`config.mk`:
```
export PLATFORM = sky130hd
export DESIGN_NAME = msp_ctrl
export DESIGN_NICKNAME = d
export VERILOG_FILES = /design/src/rtl/msp_pkg.sv /design/src/rtl/msp_ctrl.sv
export SDC_FILE = /design/constraint.sdc
export NUM_CORES = 1
export LEC_CHECK = 0
export ABC_AREA = 1
export BUFFER_PORTS_ARGS = -buffer_cell sky130_fd_sc_hd__clkbuf_2
export CAP_MARGIN = 20
export CELL_PAD_IN_SITES_DETAIL_PLACEMENT = 0
export CELL_PAD_IN_SITES_GLOBAL_PLACEMENT = 1
export CORE_UTILIZATION = 26
export DETAILED_ROUTE_END_ITERATION = 16
export PLACE_DENSITY = 0.7
export RECOVER_POWER = 50
export SYNTH_ARGS = -nofsm -noshare
export SYNTH_HDL_FRONTEND = slang
export SYNTH_SLANG_ARGS = --single-unit
export TNS_END_PERCENT = 1
```
`constraint.sdc`:
```
create_clock -name clk -period 1.05 [get_ports clk]
set_clock_uncertainty 0.1 [all_clocks]
set_input_delay 0.315 -clock clk [delete_from_list [all_inputs] [get_ports clk]]
set_output_delay 0.315 -clock clk [all_outputs]
set_load 0.005 [all_outputs]
```
`src/rtl/msp_pkg.sv`:
```
// ----------------------------------------------------------------------------
// msp_pkg
// Shared types and constants of the matrix saddle point finder: register
// indexes, result limit and the command and status groups between the
// controller and the datapath.
// ----------------------------------------------------------------------------
package msp_pkg;

  localparam int CFG_ADDR_W = 2;
  localparam int CFG_DATA_W = 5;
  localparam int ELEM_W     = 32;
  localparam int IDX_W      = 4;

  localparam logic [CFG_ADDR_W-1:0] REG_ROW_COUNT = 2'd0;
  localparam logic [CFG_ADDR_W-1:0] REG_COL_COUNT = 2'd1;

  localparam int RESULT_CAP = 16;
  localparam int FOUND_W    = $clog2(RESULT_CAP + 1);

  typedef struct packed {
    logic load;      // write the accepted element
    logic row_rd;    // read next element of the current row
    logic col_rd;    // read next element of the candidate column
    logic record;    // take the row verdict
    logic next_row;  // advance to the next row
    logic finish;    // place the final transaction in the output register
  } msp_cmd_t;

  typedef struct packed {
    logic load_last;  // element being loaded completes the matrix
    logic col_last;   // row read reaches the last column
    logic k_last;     // column read reaches the last row
    logic stop;       // scan ends after this row verdict
    logic ok;         // current row holds a saddle point
    logic pend_valid; // a found result waits for its successor
    logic out_free;   // output register can take a transaction
  } msp_sts_t;

endpackage

```
`src/rtl/msp_ctrl.sv`:
```
// ----------------------------------------------------------------------------
// msp_ctrl
// Sequencer of the saddle point finder: load, row maximum scan, column
// check and result hand-off.
// ----------------------------------------------------------------------------
module msp_ctrl (
  input  logic              clk,
  input  logic              rst_n,
  input  logic              in_tvalid,
  output logic              in_tready,
  input  msp_pkg::msp_sts_t sts,
  output msp_pkg::msp_cmd_t cmd
);
  import msp_pkg::*;

  localparam logic [2:0] ST_LOAD   = 3'd0;
  localparam logic [2:0] ST_ROW    = 3'd1;
  localparam logic [2:0] ST_RDRAIN = 3'd2;
  localparam logic [2:0] ST_COL    = 3'd3;
  localparam logic [2:0] ST_CDRAIN = 3'd4;
  localparam logic [2:0] ST_CHECK  = 3'd5;
  localparam logic [2:0] ST_FINAL  = 3'd6;

  logic [2:0] state_r;
  logic [2:0] state_nxt;

  assign in_tready = (state_r == ST_LOAD);

  always_comb begin
    state_nxt = state_r;
    cmd       = '0;
    case (state_r)
      ST_LOAD: begin
        if (in_tvalid) begin
          cmd.load = 1'b1;
          if (sts.load_last) state_nxt = ST_ROW;
        end
      end
      ST_ROW: begin
        cmd.row_rd = 1'b1;
        if (sts.col_last) state_nxt = ST_RDRAIN;
      end
      ST_RDRAIN: state_nxt = ST_COL;
      ST_COL: begin
        cmd.col_rd = 1'b1;
        if (sts.k_last) state_nxt = ST_CDRAIN;
      end
      ST_CDRAIN: state_nxt = ST_CHECK;
      ST_CHECK: begin
        if (!(sts.ok && sts.pend_valid && !sts.out_free)) begin
          cmd.record = 1'b1;
          if (sts.stop) begin
            state_nxt = ST_FINAL;
          end else begin
            cmd.next_row = 1'b1;
            state_nxt    = ST_ROW;
          end
        end
      end
      ST_FINAL: begin
        if (sts.out_free) begin
          cmd.finish = 1'b1;
          state_nxt  = ST_LOAD;
        end
      end
      default: state_nxt = ST_LOAD;
    endcase
  end

  always_ff @(posedge clk) begin
    if (!rst_n) begin
      state_r <= ST_LOAD;
    end else begin
      state_r <= state_nxt;
    end
  end

endmodule

```
==> results_dict.tcl <==
set metrics [dict create \
    ir_drop_uv 614.6 \
    hp-class "primary input to flop" \
    routed_wl_um 947 \
    path_max_fanout 8 \
    synthArstFlopShare_pct 0 \
    internal_power_uw 788.3 \
    worst_pin_slew_ns 0.1736 \
    grt_first_pass_wirelength_mm 1.428 \
    fin_util_pct 47.08 \
    cts_buffers 3 \
    synth-seq-cells 3 \
    grt_max_degree 10 \
    drv_slew 0 \
    start_kind "flop" \
    yosys_warnings 0 \
    via_count 425 \
    finalCriticalPeriod_ns 1.436 \
    gr-max-usage-layer "met2" \
    largest_reg_flops 3 \
    syn_area_per_cell_um2 7.075 \
    use_met1_pct 14.56 \
    grt_pass1_vias 384 \
    synth_flop_cell "dfxtp_1" \
    syn_nets 65 \
    report.final.hold_viol_count 0 \
    largest_registers "state_r x3" \
    cts_tree "done" \
    switchingPower_uw 585.7 \
    setup_tns_ns -3.183 \
    clk_latency_ns 0.24 \
    power_density_mw_per_mm2 2162 \
    finalSetupViolations 10 \
    grt_overflow 0 \
    crit_required_ns 0.63 \
    swShare_pct 42.63 \
    status "complete, but fails checks" \
    antenna_found_initial 0 \
    min_period_over_period_pct 136.8 \
    num_rows 13 \
    die_y_um 40.69 \
    grtUsageMet2_pct 24.60 \
    drtIter0Drc 4 \
    seqPwrFrac_pct 20.3 \
    netlist.area_leader.share_pct 15.43 \
    io_buffers 16 \
    start_util_pct 28.82 \
    clk_pin_slew_ns 0.04 \
    detail_route.first_pass.iterations 4 \
    dpl_cell_area_um2 566.8 \
    cap_violations 0 \
    combinationalPowerShare_pct 64.2 \
    worst_slack_ns -0.3862 \
    routabilityCongestion 0.7064 \
    hpwlAfterDp_um 711.9 \
    synth_most_common_cell "inv_1" \
    maxSlewHeadroom_pct 88.36 \
    dieArea_mm2 0.001655 \
    ys_types 20 \
    wl_per_cell_um 9.470 \
    grt_usage_pct 13.39 \
    met3_usage_pct 0 \
    clock-root-buffer "clkbuf_4" \
    rsz0062_at_grt "yes" \
    diodes 0 \
    synth_cells 55 \
    cts.sinks 3 \
    crit_arrival_ns 1.02 \
    violations "negative setup slack" \
    hold_slack_ns 0.2020 \
    ys_top_cells_by_area "dfxtp_1 (15%), nor2_4 (12%), inv_1 (8.7%), buf_6 (8.7%), nand3_2 (7.7%)" \
    syn_area_um2 389.1 \
    area_delta_synth_final_pct 63.34 \
    synth_common_cells "inv_1 (9), nor2_1 (6), nand2_1 (5), nand3_1 (5), nor2_4 (4)" \
    yosysSeqAreaShare_pct 15.43 \
    htree_levels 1 \
    largest-register "state_r" \
    p_clk_share_pct 15.5 \
    core_area_mm2 0.001350 \
    drive_gt1_share_pct 64.71 \
    fin_nets 96 \
    synth-edff-count 0 \
    antenna_left 0 \
    vias_per_cell 4.250 \
    dieWidth_um 40.69 \
    yosysTopAreaCell "dfxtp_1" \
    cp-end-kind "primary output" \
    final_area_um2 635.6 \
    crit_type "flop to primary output" \
    power_leakage_nw 0.3503 \
    fmax_ghz 0.6963 \
    cts_buffer_depth 2 \
    num_io_pins 17 \
    drc 0 \
]
-- repair_timing --
action,CTS,global route
hold buffers,0,0
gates resized for setup,8,6
setup endpoints to repair,10,10
setup buffers,3,0
pin swaps,5,4
-- worst max-delay path, stage by stage (launching register included) --
cell and delay [ns]:
dfxtp_4 0.38, nand3b_4 0.17, nor3_2 0.10, clkbuf_2 0.13
-- power by group through the flow --
| stage | Combinational, mW | Clock, mW | Sequential [mW] |
|---|---|---|---|
| after CTS | 0.841 | 0.221 | 0.276 |
| after detailed placement | 0.902 | 0 | 0.211 |
| after global routing | 0.975 | 0.222 | 0.285 |
| after floorplan | 0.600 | 0 | 0.174 |
| final | 0.882 | 0.213 | 0.279 |
| after global placement | 0.896 | 0 | 0.210 |
-- cells in the final DEF (no fill, tap or decap), types with 3 or more instances in the layout --
master and n:
buf_4 12, nor2_4 5, nand3_1 5, nor3_2 3, clkbuf_2 13, clkbuf_4 3, nand2_1 5, nor2_1 5
inv_1 8
-- through the flow --
| stage | std cells | power [mW] | setup WS [ns] |
|---|---|---|---|
| finish | 100 | 1.374 | -0.3862 |
| global route | 100 | 1.483 | -0.4258 |
| CTS | 100 | 1.339 | -0.3938 |
| detailed placement | 94 | 1.113 | -0.2788 |
| global placement | 94 | 1.106 | -0.2613 |
| floorplan | 55 | 0.7745 | -0.1213 |
-- layer usage --
layer / vias up / routed length (µm)
li1: 236 / -
met4: 0 / 20
met5: - / 0
met3: 2 / 31
met2: 9 / 466
met1: 178 / 428
-- kinds of logic (layout without fill, tap and decap cells) --
| family | Yosys count | after routing | share of synthesized area [%] |
|---|---|---|---|
| buffers and inverters | 13 | 43 | 18.97 |
| AND/OR/NAND/NOR | 34 | 34 | 57.88 |
| AO/OA/AOI/OAI | 5 | 5 | 7.717 |
| flip-flops | 3 | 3 | 15.43 |
-- cell type report --
type	count	area [µm²]
fill	138	714.4
multi-input combinational	39	285.3
timing repair buffer	29	196.4
sequential	3	68.82
inverter	10	40.04
clock buffer	4	26.28
tap	15	18.77
-- final timing paths --
check                             endpoint        from  cells past startpoint  slack (ns)
worst max-delay path                cmd[1]  state_r[1]                      3       -0.39
worst max register to register  state_r[2]  state_r[2]                      6       -0.24
worst min-delay path            state_r[2]       rst_n                      3        0.20
worst min register to register  state_r[1]  state_r[0]                      5        0.67
Power figures use the tool's default switching activity.
